$ cat src/rtl/core/frbr_pkg.sv
// package for the fractional boxcar resampler
// types, constants and controller states shared by all core files
`timescale 1ns / 1ps

package frbr_pkg;

  localparam int RATE_BITS_DEF = 24;
  localparam int SAMPLE_W      = 16;
  localparam int APB_DATA_W    = 32;
  localparam int APB_ADDR_W    = 3;

  localparam int unsigned FAST_RATE_RESET = 48000;
  localparam int unsigned SLOW_RATE_RESET = 48000;

  // register index, taken from the word address
  localparam logic REG_FAST_RATE = 1'b0;
  localparam logic REG_SLOW_RATE = 1'b1;

  typedef enum logic [2:0] {
    ST_IDLE,
    ST_RATIO,
    ST_LOAD,
    ST_QUOT,
    ST_SEND
  } frbr_state_t;

  typedef struct packed {
    logic take;
    logic step;
    logic quot_init;
    logic send;
  } frbr_cmd_t;

  typedef struct packed {
    logic hit;
    logic out_free;
  } frbr_status_t;

endpackage

$ cat src/rtl/core/frbr_in_if.sv
// input sample channel of the resampler
// depends on frbr_pkg for the sample width
`timescale 1ns / 1ps

interface frbr_in_if
  import frbr_pkg::*;
  ();
  logic                       valid;
  logic                       ready;
  logic signed [SAMPLE_W-1:0] sample;

  modport source (output valid, output sample, input ready);
  modport sink (input valid, input sample, output ready);
endinterface

$ cat src/rtl/core/frbr_out_if.sv
// result channel of the resampler
// depends on frbr_pkg for the sample width
`timescale 1ns / 1ps

interface frbr_out_if
  import frbr_pkg::*;
  ();
  logic                       valid;
  logic                       ready;
  logic signed [SAMPLE_W-1:0] out_sample;

  modport source (output valid, output out_sample, input ready);
  modport sink (input valid, input out_sample, output ready);
endinterface

$ cat src/rtl/core/frbr_regs.sv
// apb register block: fast_rate and slow_rate
// depends on frbr_pkg for bus widths, reset values and register indexes
`timescale 1ns / 1ps

module frbr_regs
  import frbr_pkg::*;
#(
  parameter int RATE_BITS = RATE_BITS_DEF
) (
  input  logic                  clk,
  input  logic                  rst,
  input  logic                  psel,
  input  logic                  penable,
  input  logic                  pwrite,
  input  logic [APB_ADDR_W-1:0] paddr,
  input  logic [APB_DATA_W-1:0] pwdata,
  output logic [APB_DATA_W-1:0] prdata,
  output logic                  pready,
  output logic [RATE_BITS-1:0]  fast_rate,
  output logic [RATE_BITS-1:0]  slow_rate
);

  logic reg_index;
  logic wr_en;

  assign reg_index = paddr[2];
  assign wr_en     = psel && penable && pwrite;
  assign pready    = 1'b1;

  always_ff @(posedge clk) begin
    if (rst) begin
      fast_rate <= RATE_BITS'(FAST_RATE_RESET);
      slow_rate <= RATE_BITS'(SLOW_RATE_RESET);
    end else if (wr_en) begin
      unique case (reg_index)
        REG_FAST_RATE: fast_rate <= pwdata[RATE_BITS-1:0];
        REG_SLOW_RATE: slow_rate <= pwdata[RATE_BITS-1:0];
        default: ;
      endcase
    end
  end

  always_comb begin
    unique case (reg_index)
      REG_FAST_RATE: prdata = APB_DATA_W'(fast_rate);
      REG_SLOW_RATE: prdata = APB_DATA_W'(slow_rate);
      default:       prdata = '0;
    endcase
  end

endmodule

$ cat src/rtl/core/frbr_ctrl.sv
// controller state machine: accept, ratio divide, quotient divide, send
// depends on frbr_pkg for state, command and status types
`timescale 1ns / 1ps

module frbr_ctrl
  import frbr_pkg::*;
#(
  parameter int RATE_BITS = RATE_BITS_DEF
) (
  input  logic         clk,
  input  logic         rst,
  input  logic         in_valid,
  output logic         in_ready,
  input  frbr_status_t status,
  output frbr_cmd_t    cmd
);

  localparam int SUM_W = RATE_BITS + SAMPLE_W;
  localparam int CNT_W = $clog2(SUM_W);

  frbr_state_t      state;
  frbr_state_t      state_next;
  logic [CNT_W-1:0] cnt;
  logic             ratio_last;
  logic             quot_last;

  assign ratio_last = (cnt == CNT_W'(RATE_BITS - 1));
  assign quot_last  = (cnt == CNT_W'(SUM_W - 1));

  always_ff @(posedge clk) begin
    if (rst) begin
      state <= ST_IDLE;
      cnt   <= '0;
    end else begin
      state <= state_next;
      if (state == ST_RATIO) begin
        cnt <= ratio_last ? '0 : cnt + 1'b1;
      end else if (state == ST_QUOT) begin
        cnt <= quot_last ? '0 : cnt + 1'b1;
      end else begin
        cnt <= '0;
      end
    end
  end

  always_comb begin
    state_next = state;
    unique case (state)
      ST_IDLE:  if (in_valid && status.hit) state_next = ST_RATIO;
      ST_RATIO: if (ratio_last) state_next = ST_LOAD;
      ST_LOAD:  state_next = ST_QUOT;
      ST_QUOT:  if (quot_last) state_next = ST_SEND;
      ST_SEND:  if (status.out_free) state_next = ST_IDLE;
      default:  state_next = ST_IDLE;
    endcase
  end

  always_comb begin
    in_ready      = 1'b0;
    cmd           = '0;
    unique case (state)
      ST_IDLE: begin
        in_ready = 1'b1;
        cmd.take = in_valid;
      end
      ST_RATIO: cmd.step = 1'b1;
      ST_LOAD:  cmd.quot_init = 1'b1;
      ST_QUOT:  cmd.step = 1'b1;
      ST_SEND:  cmd.send = status.out_free;
      default: ;
    endcase
  end

endmodule

$ cat src/rtl/core/frbr_dp.sv
// datapath: running sum, phase, shared restoring divider, output register
// depends on frbr_pkg for command and status types
`timescale 1ns / 1ps

module frbr_dp
  import frbr_pkg::*;
#(
  parameter int RATE_BITS = RATE_BITS_DEF
) (
  input  logic                       clk,
  input  logic                       rst,
  input  frbr_cmd_t                  cmd,
  output frbr_status_t               status,
  input  logic signed [SAMPLE_W-1:0] sample,
  input  logic [RATE_BITS-1:0]       fast_rate,
  input  logic [RATE_BITS-1:0]       slow_rate,
  input  logic                       out_ready,
  output logic                       out_valid,
  output logic signed [SAMPLE_W-1:0] out_sample
);

  localparam int SUM_W = RATE_BITS + SAMPLE_W;
  localparam int PH_W  = RATE_BITS + 1;

  logic [SUM_W-1:0]     running_sum;
  logic [PH_W-1:0]      phase;
  logic [SUM_W-1:0]     mag;
  logic                 neg;
  logic [SUM_W-1:0]     dvd;
  logic [RATE_BITS-1:0] rem;
  logic [RATE_BITS-1:0] divisor;

  logic [SUM_W-1:0]     sum_next;
  logic [PH_W-1:0]      phase_sum;
  logic                 hit;
  logic [RATE_BITS:0]   trial;
  logic [RATE_BITS:0]   diff;
  logic                 ge;
  logic [RATE_BITS-1:0] ratio_q;
  logic [RATE_BITS-1:0] ratio_clamped;
  logic [SAMPLE_W-1:0]  q_low;

  assign sum_next  = running_sum + {{RATE_BITS{sample[SAMPLE_W-1]}}, sample};
  assign phase_sum = phase + {1'b0, slow_rate};
  assign hit       = phase_sum >= {1'b0, fast_rate};

  // one restoring step: shift in the next dividend bit, try the subtract
  assign trial = {rem, dvd[SUM_W-1]};
  assign diff  = trial - {1'b0, divisor};
  assign ge    = trial >= {1'b0, divisor};

  // ratio below one or zero slow rate divides by one
  assign ratio_q       = dvd[RATE_BITS-1:0];
  assign ratio_clamped = ((slow_rate == '0) || (ratio_q == '0)) ?
                         RATE_BITS'(1) : ratio_q;
  assign q_low         = dvd[SAMPLE_W-1:0];

  assign status.hit      = hit;
  assign status.out_free = !out_valid || out_ready;

  always_ff @(posedge clk) begin
    if (rst) begin
      running_sum <= '0;
      phase       <= '0;
      out_valid   <= 1'b0;
    end else begin
      if (cmd.take) begin
        if (hit) begin
          running_sum <= '0;
          phase       <= phase_sum - {1'b0, fast_rate};
        end else begin
          running_sum <= sum_next;
          phase       <= phase_sum;
        end
      end
      if (cmd.send) begin
        out_valid <= 1'b1;
      end else if (out_ready) begin
        out_valid <= 1'b0;
      end
    end
  end

  always_ff @(posedge clk) begin
    if (cmd.take && hit) begin
      neg     <= sum_next[SUM_W-1];
      mag     <= sum_next[SUM_W-1] ? (SUM_W'(0) - sum_next) : sum_next;
      dvd     <= {fast_rate, {SAMPLE_W{1'b0}}};
      rem     <= '0;
      divisor <= slow_rate;
    end else if (cmd.quot_init) begin
      dvd     <= mag;
      rem     <= '0;
      divisor <= ratio_clamped;
    end else if (cmd.step) begin
      dvd <= {dvd[SUM_W-2:0], ge};
      rem <= ge ? diff[RATE_BITS-1:0] : trial[RATE_BITS-1:0];
    end
    if (cmd.send) begin
      out_sample <= neg ? (SAMPLE_W'(0) - q_low) : q_low;
    end
  end

endmodule

$ cat src/rtl/core/fractional_boxcar_resampler_unit.sv
// Fractional boxcar resampler: each accepted sample is added to a running sum and slow_rate
// is added to a phase; once the phase reaches fast_rate the sum is divided (toward zero) by
// fast_rate / slow_rate (a ratio of zero counts as one) and the low 16 bits come out. An
// item that yields no result leaves the input open for the next item. For an item that
// yields a result, one shared bit-serial divider is used twice: the unit accepts the item,
// forms the ratio, reloads the divider, forms the quotient and hands the result over, in
// that order. The result register lets the next item in while a result still waits to be
// taken.
// depends on frbr_pkg, frbr_in_if, frbr_out_if, frbr_regs, frbr_ctrl, frbr_dp
`timescale 1ns / 1ps

module fractional_boxcar_resampler_unit
  import frbr_pkg::*;
#(
  parameter int RATE_BITS = RATE_BITS_DEF
) (
  input  logic                  clk,
  input  logic                  rst,
  frbr_in_if.sink               feed,
  frbr_out_if.source            result,
  input  logic                  psel,
  input  logic                  penable,
  input  logic                  pwrite,
  input  logic [APB_ADDR_W-1:0] paddr,
  input  logic [APB_DATA_W-1:0] pwdata,
  output logic [APB_DATA_W-1:0] prdata,
  output logic                  pready
);

  logic [RATE_BITS-1:0] fast_rate;
  logic [RATE_BITS-1:0] slow_rate;
  frbr_cmd_t            cmd;
  frbr_status_t         status;

  frbr_regs #(.RATE_BITS(RATE_BITS)) u_regs (
    .clk       (clk),
    .rst       (rst),
    .psel      (psel),
    .penable   (penable),
    .pwrite    (pwrite),
    .paddr     (paddr),
    .pwdata    (pwdata),
    .prdata    (prdata),
    .pready    (pready),
    .fast_rate (fast_rate),
    .slow_rate (slow_rate)
  );

  frbr_ctrl #(.RATE_BITS(RATE_BITS)) u_ctrl (
    .clk      (clk),
    .rst      (rst),
    .in_valid (feed.valid),
    .in_ready (feed.ready),
    .status   (status),
    .cmd      (cmd)
  );

  frbr_dp #(.RATE_BITS(RATE_BITS)) u_dp (
    .clk        (clk),
    .rst        (rst),
    .cmd        (cmd),
    .status     (status),
    .sample     (feed.sample),
    .fast_rate  (fast_rate),
    .slow_rate  (slow_rate),
    .out_ready  (result.ready),
    .out_valid  (result.valid),
    .out_sample (result.out_sample)
  );

`ifndef ASSERT_OFF
  // a request that crosses the threshold keeps the input closed during the divide
  a_busy_after_hit: assert property (@(posedge clk) disable iff (rst)
    (cmd.take && status.hit) |=> !feed.ready)
    else $error("input open right after a thresholded request");

  // the result register is loaded only when it is free
  a_send_free: assert property (@(posedge clk) disable iff (rst)
    cmd.send |-> (!result.valid || result.ready))
    else $error("result overwritten before it was taken");

  // accepting and dividing never overlap
  a_take_alone: assert property (@(posedge clk) disable iff (rst)
    cmd.take |-> !(cmd.step || cmd.quot_init || cmd.send))
    else $error("request accepted while the divider is busy");
`endif

endmodule
$ cat src/flat_wrapper.sv
// flat-port wrapper written by rule: the top's interface ports become plain ports
module fractional_boxcar_resampler_unit_flat import frbr_pkg::*;
#(
  parameter int RATE_BITS = RATE_BITS_DEF
)
  (clk, rst, psel, penable, pwrite, paddr, pwdata, prdata, pready, feed_valid, feed_sample, feed_ready, result_valid, result_out_sample, result_ready);
  frbr_in_if feed_i ();
  frbr_out_if result_i ();
  input  logic clk;
  input  logic rst;
  input  logic psel;
  input  logic penable;
  input  logic pwrite;
  input  logic [APB_ADDR_W-1:0] paddr;
  input  logic [APB_DATA_W-1:0] pwdata;
  output logic [APB_DATA_W-1:0] prdata;
  output logic pready;
  input wire logic [$bits(feed_i.valid)-1:0] feed_valid;
  input wire logic [$bits(feed_i.sample)-1:0] feed_sample;
  output wire logic [$bits(feed_i.ready)-1:0] feed_ready;
  output wire logic [$bits(result_i.valid)-1:0] result_valid;
  output wire logic [$bits(result_i.out_sample)-1:0] result_out_sample;
  input wire logic [$bits(result_i.ready)-1:0] result_ready;
  assign feed_i.valid = feed_valid;
  assign feed_i.sample = feed_sample;
  assign feed_ready = feed_i.ready;
  assign result_valid = result_i.valid;
  assign result_out_sample = result_i.out_sample;
  assign result_i.ready = result_ready;
  fractional_boxcar_resampler_unit #(.RATE_BITS(RATE_BITS)) u_core (.clk(clk), .rst(rst), .feed(feed_i), .result(result_i), .psel(psel), .penable(penable), .pwrite(pwrite), .paddr(paddr), .pwdata(pwdata), .prdata(prdata), .pready(pready));
endmodule
$ cat config.mk
export PLATFORM = sky130hd
export DESIGN_NAME = fractional_boxcar_resampler_unit_flat
export DESIGN_NICKNAME = d
export VERILOG_FILES = /design/src/rtl/core/frbr_pkg.sv /design/src/rtl/core/frbr_in_if.sv /design/src/rtl/core/frbr_out_if.sv /design/src/rtl/core/frbr_regs.sv /design/src/rtl/core/frbr_ctrl.sv /design/src/rtl/core/frbr_dp.sv /design/src/rtl/core/fractional_boxcar_resampler_unit.sv /design/src/flat_wrapper.sv
export SDC_FILE = /design/constraint.sdc
export NUM_CORES = 1
export LEC_CHECK = 0
export ABC_AREA = 1
export BUFFER_PORTS_ARGS = -buffer_cell sky130_fd_sc_hd__buf_4
export CORE_ASPECT_RATIO = 1.4
export CORE_MARGIN = 5
export CORE_UTILIZATION = 43
export DETAILED_ROUTE_END_ITERATION = 10
export GPL_ROUTABILITY_DRIVEN = 1
export PLACE_DENSITY = 0.57
export SYNTH_ARGS = -nofsm -noshare
export SYNTH_HDL_FRONTEND = slang
export SYNTH_SLANG_ARGS = --single-unit
$ cat constraint.sdc
create_clock -name clk -period 9 [get_ports clk]
set_input_delay 0.45 -clock clk [delete_from_list [all_inputs] [get_ports clk]]
set_output_delay 0.45 -clock clk [all_outputs]
set_load 0.005 [all_outputs]
==> run_results.csv, run 1 <==
group,metric,value,unit
run_status,outcome,"finished clean",
cells_and_area,multi_input_area,11000,sq um
sta,rsz0062_at_grt,"no",
logic_synthesis,synth-compound-area-share,0.159,
setup_path,crit_buf_inv,2,
logic_synthesis,synthMuxAreaShare,0,
clock_tree,htree_levels,1,
setup_path,crit_chain,"ha_1 > nand3_1 > nand2_1 > a21oi_1 > o21ai_0 > a21boi_0 > o21bai_1 > a21oi_1 > xor2_1 > inv_1 > ha_1 > nand2_1 > o21ai_0 > a221oi_1 > nand3_1 > nand2_1 > nand2_4 > nand2_2 > buf_4 > nand3_2",
hold_path,hold_class,"in -> reg",
setup_path,max_stage_delay,0.90,ns
clock_tree,cts_tree,"done",
logic_synthesis,synth_xor_xnor_area_share,0.0496,
power_and_ir_drop,ir_drop,0.238,mV
die,die_w,189,um
global_routing,grt_start_max_net_pins,71,
clock_tree,cts_buffers,30,
logic_synthesis,yosys.area_share.simple,0.284,
clock_tree,post_cts_buffers,0,
global_routing,grtUsageTotal,0.251,
clock_tree,cts_num_sinks,268,
die,start_util,0.435,
cells_and_area,final_core_util,0.483,
logic_synthesis,ys_seq_elements,268,
sta,final_hold_viol_count,0,
global_routing,first_global_vias,18000,
die,chipHeight,260,um
global_routing,overflow,0,
route,wl_met2,33000,um
setup_path,cpLargestDelayFamily,"compound AO/OA/AOI/OAI gates",
sta,max-slew-margin-rel,0.275,
setup_path,critPathRequiredTime,9.01,ns
sta,setup_viol,0,
route,routedWlPerCell,18.4,um
power_and_ir_drop,p_leak,10.0,nW
die,num_rows,91,
route,drt.antenna.violating_nets,0,
cells_and_area,diodes,0,
clock_tree,cts_root_buf,"clkbuf_16",
route,drt_pass1_iterations,5,
setup_path,cp_max_fo,52,
place,place_congestion,0.947,
sta,finalCritPeriodShare,0.678,
die,dieArea,49100,sq um
global_routing,antenna_found_initial,0,
logic_synthesis,synthArstFlopShare,0,
sta,tightest_slew,1.08,ns
cells_and_area,seqCellArea,6420,sq um
route,dr_total_vias,18600,
clock_tree,clock_path_buffers,3,
clock_tree,clk_latency,0.58,ns
clock_tree,holdBufCountCts,0,
setup_path,path_class,"reg -> reg",
global_routing,grt_pass1_wl,97700,um
logic_synthesis,synthesis.area,19200,sq um
setup_path,cpMaxStageDelayCell,"nand3_2",
logic_synthesis,synth_top_family_by_area,"simple AND/OR/NAND/NOR gates",
clock_tree,cts_resized,0,
route,top_layer,"met4",
setup_path,cp_data_arrival_time,6.11,ns
logic_synthesis,seq_area_frac_synth,0.334,
flow_run,drv_cap,0,
die,ios,109,
power_and_ir_drop,p_total,0.00711,W
logic_synthesis,yosysWarnings,0,
clock_tree,clk_pin_slew,0.06,ns
place,io_buffer_count,89,
sta,period_needed,6.10,ns
cells_and_area,drive_gt1_frac,0.0859,
sta,finalClockSkew,0.0155,ns
cells_and_area,nFillCells,4607,
route,drt-met1-wl,23900,um
logic_synthesis,ys_types,55,
setup_path,crit_top_cell,"nand2_1",
route,via_per_inst,5.39,
logic_synthesis,synthAdderAreaFrac,0.0783,
cells_and_area,area_growth,11.0,%
logic_synthesis,avgSynthCellArea,6.85,sq um
logic_synthesis,synth-edff-count,105,
place,dp_hpwl,50400,um
setup_path,end_kind,"register",
sta,clock.fmax,0.164,GHz
sta,setup_tns,0,ns
logic_synthesis,synthFlopType,"dfxtp_1",
sta,holdWs,0.0999,ns
cells_and_area,nets,3040,
route,routed_wl,63500,um
setup_path,crit_path_start_kind,"register",
route,drc,0,
die,core,44200,sq um
sta,slew_viol_final,0,
route,dr.first_iter.drc_count,1115,
logic_synthesis,synth_cells,2809,
route,wl_met3,2340,um
power_and_ir_drop,power_density,333,nW/um^2
[power by group]
part / switching, W / internal (W) / total [W]
sequential: 0.000193 / 0.00182 / 0.00202
clock: 0.000526 / 0.000751 / 0.00128
combinational: 0.00267 / 0.00115 / 0.00382
total: 0.00338 / 0.00373 / 0.00711
[cells by family (layout without fill, tap and decap cells)]
family	after synthesis	after routing
AO/OA/AOI/OAI	560	560
XOR/XNOR	109	109
AND/OR/NAND/NOR	1292	1292
flip-flops	268	268
adder cells (fa/ha/maj)	118	118
buffers and inverters	460	532
other	2	9
[flip-flops by register name, indices dropped and copies added (netlist names)]
register	count
u_core.u_dp.out_sample	16
u_core.u_dp.out_valid	1
u_core.u_regs.fast_rate	24
u_core.u_ctrl.cnt	6
u_core.u_dp.rem	24
u_core.u_dp.running_sum	40
u_core.u_dp.mag	40
u_core.u_dp.divisor	24
u_core.u_dp.dvd	40
u_core.u_regs.slow_rate	24
u_core.u_ctrl.state	3
u_core.u_dp.neg	1
u_core.u_dp.phase	25
[worst min-delay path, stage by stage]
cell and delay [ns]:
buf_4 0.09, a21oi_1 0.05, o21ai_0 0.06
[layout make-up]
cell class	instances	share of cell area
clock buffers	38	0.0380
repair buffers	104	0.0366
multi-input cells	2088	0.517
well taps	558	0.0327
inverters	372	0.0654
clock inverters	18	0.00985
flip-flops and latches	268	0.301
[cell usage in the layout (no fill, tap or decap), types with 104 or more instances in the layout]
master | synthesis | final
nand2_1 | 767 | 765
nor2_1 | 253 | 253
o21ai_0 | 200 | 200
edfxtp_1 | 105 | 105
inv_1 | 352 | 351
ha_1 | 114 | 114
buf_4 | 13 | 104
a21oi_1 | 228 | 228
nand3_1 | 121 | 121
dfxtp_1 | 163 | 163
[through the flow]
step / cells / setup slack (ns) / area (sq um)
6_report: 3446 / 2.90 / 21300
5_1_grt: 3446 / 2.32 / 21300
4_1_cts: 3446 / 2.93 / 21300
3_5_place_dp: 3390 / 2.98 / 20300
3_3_place_gp: 3390 / 3.09 / 20300
2_1_floorplan: 2816 / 4.67 / 19300
[layer usage]
layer  GRT usage  vias to the layer above
li1            -                     9323
met1       0.268                     8598
met3      0.0231                      184
met5           0                        -
met4       0.148                        0
met2       0.477                      463
[cells in the mapped netlist, types with 42 or more instances]
library cell / instances / share of area
inv_1: 352 / 0.069
xor2_1: 68 / 0.031
nand4_1: 42 / 0.014
nand3_1: 121 / 0.031
nand2_1: 767 / 0.15
nor2_1: 253 / 0.049
ha_1: 114 / 0.074
a31oi_1: 44 / 0.014
clkbuf_1: 50 / 0.0098
a21oi_1: 228 / 0.059
o21ai_0: 200 / 0.052
edfxtp_1: 105 / 0.16
dfxtp_1: 163 / 0.17
[final timing paths]
path	from	end	slack (ns)	cells past startpoint
setup / recovery	u_core.u_regs.slow_rate[2]$_SDFFE_PP0P_	u_core.u_dp.dvd[34]$_DFFE_PP_	2.90	20
hold / removal	pwdata[7]	u_core.u_regs.slow_rate[7]$_SDFFE_PP1P_	0.1	3
setup reg to reg	u_core.u_regs.slow_rate[2]$_SDFFE_PP0P_	u_core.u_dp.dvd[34]$_DFFE_PP_	2.90	20
hold reg to reg	u_core.u_ctrl.cnt[0]$_SDFF_PP0_	u_core.u_ctrl.cnt[0]$_SDFF_PP0_	0.46	1
Note: power is estimated with default switching activity, not from simulation.
==> run 2: changes to the inputs <==
--- a/config.mk
+++ b/config.mk
@@ -5,14 +5,14 @@
 export SDC_FILE = /design/constraint.sdc
 export NUM_CORES = 1
 export LEC_CHECK = 0
-export ABC_AREA = 1
+export ABC_AREA = 0
 export BUFFER_PORTS_ARGS = -buffer_cell sky130_fd_sc_hd__buf_4
 export CORE_ASPECT_RATIO = 1.4
 export CORE_MARGIN = 5
 export CORE_UTILIZATION = 43
 export DETAILED_ROUTE_END_ITERATION = 10
 export GPL_ROUTABILITY_DRIVEN = 1
-export PLACE_DENSITY = 0.57
+export PLACE_DENSITY = 0.59
 export SYNTH_ARGS = -nofsm -noshare
 export SYNTH_HDL_FRONTEND = slang
 export SYNTH_SLANG_ARGS = --single-unit
==> constraint.sdc (replaced) <==
create_clock -name clk -period 5.5 [get_ports clk]
set_input_delay 0.275 -clock clk [delete_from_list [all_inputs] [get_ports clk]]
set_output_delay 0.275 -clock clk [all_outputs]
set_load 0.005 [all_outputs]
==> run 2 against run 1 <==
Effect of this change: hold slack improved by 0.013 ns; clock power rose by 59%; largest power group unchanged; synthesized cell count fell by 23%; final cell count fell by 18%; via count fell by 15%; clock skew rose by 0.010 ns; highest routed layer is now met5; fmax rose by 19%; sequential share of layout area rose by 1.0 points; critical endpoint is now u_core.u_dp.dvd[32]$_DFFE_PP_; sequential power rose by 77%; clock-buffer cell count fell by 1; global-route usage fell by 3.7 points.
==> run_results.csv, run 2 <==
group,metric,value,unit
run_status,outcome,"finished clean",
logic_synthesis,synthFlopType,"dfxtp_1",
clock_tree,cts_tree,"done",
logic_synthesis,avgSynthCellArea,8.32,sq um
power_and_ir_drop,power_density,671,nW/um^2
logic_synthesis,synth-edff-count,105,
setup_path,path_class,"reg -> reg",
cells_and_area,stdcell_count,2811,
logic_synthesis,synth_common_cells,"nand2_1 (306), nor2_1 (190), a21oi_1 (183)",
global_routing,overflow,0,
cells_and_area,mostFrequentLayoutCells,"nand2_1 (305), nor2_1 (185), a21oi_1 (182)",
global_routing,antenna_found_initial,3,
global_routing,grt_pass1_wl,81200,um
sta,rsz0062_at_grt,"no",
setup_path,cp_max_fo,42,
clock_tree,cts_root_buf,"clkbuf_16",
cells_and_area,nFillCells,4133,
sta,period_needed,5.15,ns
cells_and_area,biggestRegsByFlops,"u_core.u_dp.dvd (40), u_core.u_dp.mag (40), u_core.u_dp.running_sum (40)",
power_and_ir_drop,p_total,0.0138,W
sta,tightest_slew,1.28,ns
route,drt_pass1_iterations,5,
route,via_per_inst,5.64,
logic_synthesis,synth_top_area_cell,"dfxtp_1",
sta,max-slew-margin-rel,0.144,
setup_path,crit_path_start_kind,"register",
route,drt.antenna.violating_nets,0,
clock_tree,htree_levels,1,
clock_tree,clk_latency,0.57,ns
route,routed_wl,51500,um
clock_tree,cts_buffers,29,
die,num_rows,89,
place,io_buffer_count,89,
route,drc,0,
place,place_ws,0.352,ns
place,place_congestion,0.920,
cells_and_area,drive_gt1_frac,0.0994,
setup_path,cp_data_arrival_time,5.46,ns
place,placed_cells,2731,
hold_path,hold_class,"in -> reg",
sta,holdWs,0.113,ns
logic_synthesis,synth_top_cell_area_share,0.180,
die,chipHeight,253,um
place,dp_hpwl,37900,um
sta,finalClockSkew,0.0257,ns
logic_synthesis,ys_seq_elements,268,
clock_tree,post_cts_buffers,0,
clock_tree,cts_num_sinks,268,
logic_synthesis,synthesis.area,18100,sq um
logic_synthesis,yosysWarnings,0,
clock_tree,clock_path_buffers,3,
logic_synthesis,seq_area_frac_synth,0.355,
logic_synthesis,ys_types,90,
power_and_ir_drop,p_leak,8.20,nW
clock_tree,clk_pin_slew,0.06,ns
sta,finalCritPeriodShare,0.936,
logic_synthesis,synthArstFlopShare,0,
route,dr_total_vias,15900,
die,core,41900,sq um
logic_synthesis,post-synth-top-count-cell,"nand2_1",
sta,setup_tns,0,ns
global_routing,grtUsageTotal,0.214,
die,dieArea,46300,sq um
die,die_w,183,um
global_routing,grt_start_max_net_pins,84,
sta,slew_viol_final,0,
route,routedWlPerCell,18.3,um
sta,final_hold_viol_count,0,
global_routing,first_global_vias,15500,
die,start_util,0.432,
cells_and_area,final_common_cell,"nand2_1",
logic_synthesis,yosys-top-cells-area,"dfxtp_1 (18%), edfxtp_1 (17%), ha_1 (7.9%)",
cells_and_area,nets,2417,
sta,setup_viol,0,
sta,finalWorstSetupSlack,0.354,ns
flow_run,drv_cap,0,
logic_synthesis,synth_cells,2173,
route,dr.first_iter.drc_count,920,
die,ios,109,
cells_and_area,area_growth,14.1,%
power_and_ir_drop,ir_drop,0.463,mV
setup_path,end_kind,"register",
setup_path,critPathRequiredTime,5.81,ns
sta,clock.fmax,0.194,GHz
## run 2: changes by cell type in the layout (fill, tap and decap cells not counted), moves of 38 or more
cell	previous run	this run
a211oi_1	4	69
a21o_1	16	54
a21oi_1	228	182
inv_1	351	90
mux2i_1	0	59
nand2_1	765	305
nand3_1	121	60
nor2_1	253	185
o21ai_0	200	133
xnor2_1	41	101
## run 2: logic make-up (layout without fill, tap and decap cells)
logic type      after synthesis  count (layout)  synth area share
compound gates              611             611             0.217
xor+xnor                    143             143            0.0692
mux                          60              60            0.0333
flops                       268             268             0.355
simple gates                758             758             0.195
fa+ha+maj                   118             118            0.0833
buf+inv                     213             296            0.0470
other cells                   2              11          0.000415
## run 2: layer usage
metal	wire length, um	GRT usage	share of wire
met5	12	0	0.00023
met4	2490	0.0992	0.048
met3	1960	0.0246	0.038
met2	25600	0.384	0.50
met1	21400	0.255	0.42
## run 2: worst paths after layout
check | slack [ns] | end | depth (start not counted) | from
setup / recovery | 0.35 | u_core.u_dp.dvd[32]$_DFFE_PP_ | 23 | u_core.u_dp.phase[0]$_SDFFE_PP0P_
hold reg to reg | 0.45 | u_core.u_ctrl.cnt[0]$_SDFF_PP0_ | 1 | u_core.u_ctrl.cnt[0]$_SDFF_PP0_
hold / removal | 0.11 | u_core.u_dp.mag[0]$_DFFE_PP_ | 2 | feed_sample[0]
setup reg to reg | 0.35 | u_core.u_dp.dvd[32]$_DFFE_PP_ | 23 | u_core.u_dp.phase[0]$_SDFFE_PP0P_
## run 2: final cells by class
class | instances | area (sq um) | share of cell area
Multi-Input combinational cell | 1699 | 10900 | 0.529
Sequential cell | 268 | 6420 | 0.311
Timing Repair Buffer | 152 | 1280 | 0.0623
Clock buffer | 37 | 827 | 0.0401
Tap cell | 546 | 683 | 0.0331
Inverter | 91 | 342 | 0.0166
Clock inverter | 16 | 160 | 0.00776
Antenna cell | 2 | 5.00 | 0.000243
## run 2: where the power goes
part	switching, W	internal (W)	total, W	leakage (nW)
Sequential	0.000440	0.00314	0.00358	2.33
Clock	0.000837	0.00120	0.00203	0.487
Combinational	0.00497	0.00327	0.00823	5.38
Total	0.00625	0.00760	0.0138	8.20
## run 2: stage by stage
stage	area [sq um]	utilization
floorplan	18100	-
global placement	19400	0.463
detailed placement	19400	0.463
CTS	20600	0.492
global route	20600	0.493
finish	20600	0.493
## run 2: what timing repair did
item | 4_1_cts | 5_1_grt
resized for setup | 0 | 6
setup endpoints to repair | 0 | 193
hold buffers | 24 | 0
hold endpoints to repair | 48 | 0
## run 2: worst max-delay path, cell delays in order (launching register included)
cell	delay, ns
dfxtp_1	0.33
ha_1	0.17
inv_1	0.05
fa_1	0.40
nor2b_1	0.12
o21a_1	0.15
o21ai_1	0.09
a21oi_1	0.30
a21oi_1	0.18
o21bai_1	0.15
a21oi_1	0.09
xnor2_1	0.19
ha_1	0.30
a21oi_1	0.22
o21bai_1	0.12
a21oi_1	0.23
o21a_1	0.14
o21ai_0	0.11
o31ai_2	0.29
o21ai_0	0.18
a21oi_4	0.31
clkbuf_16	0.36
o22ai_2	0.15
buf_12	0.21
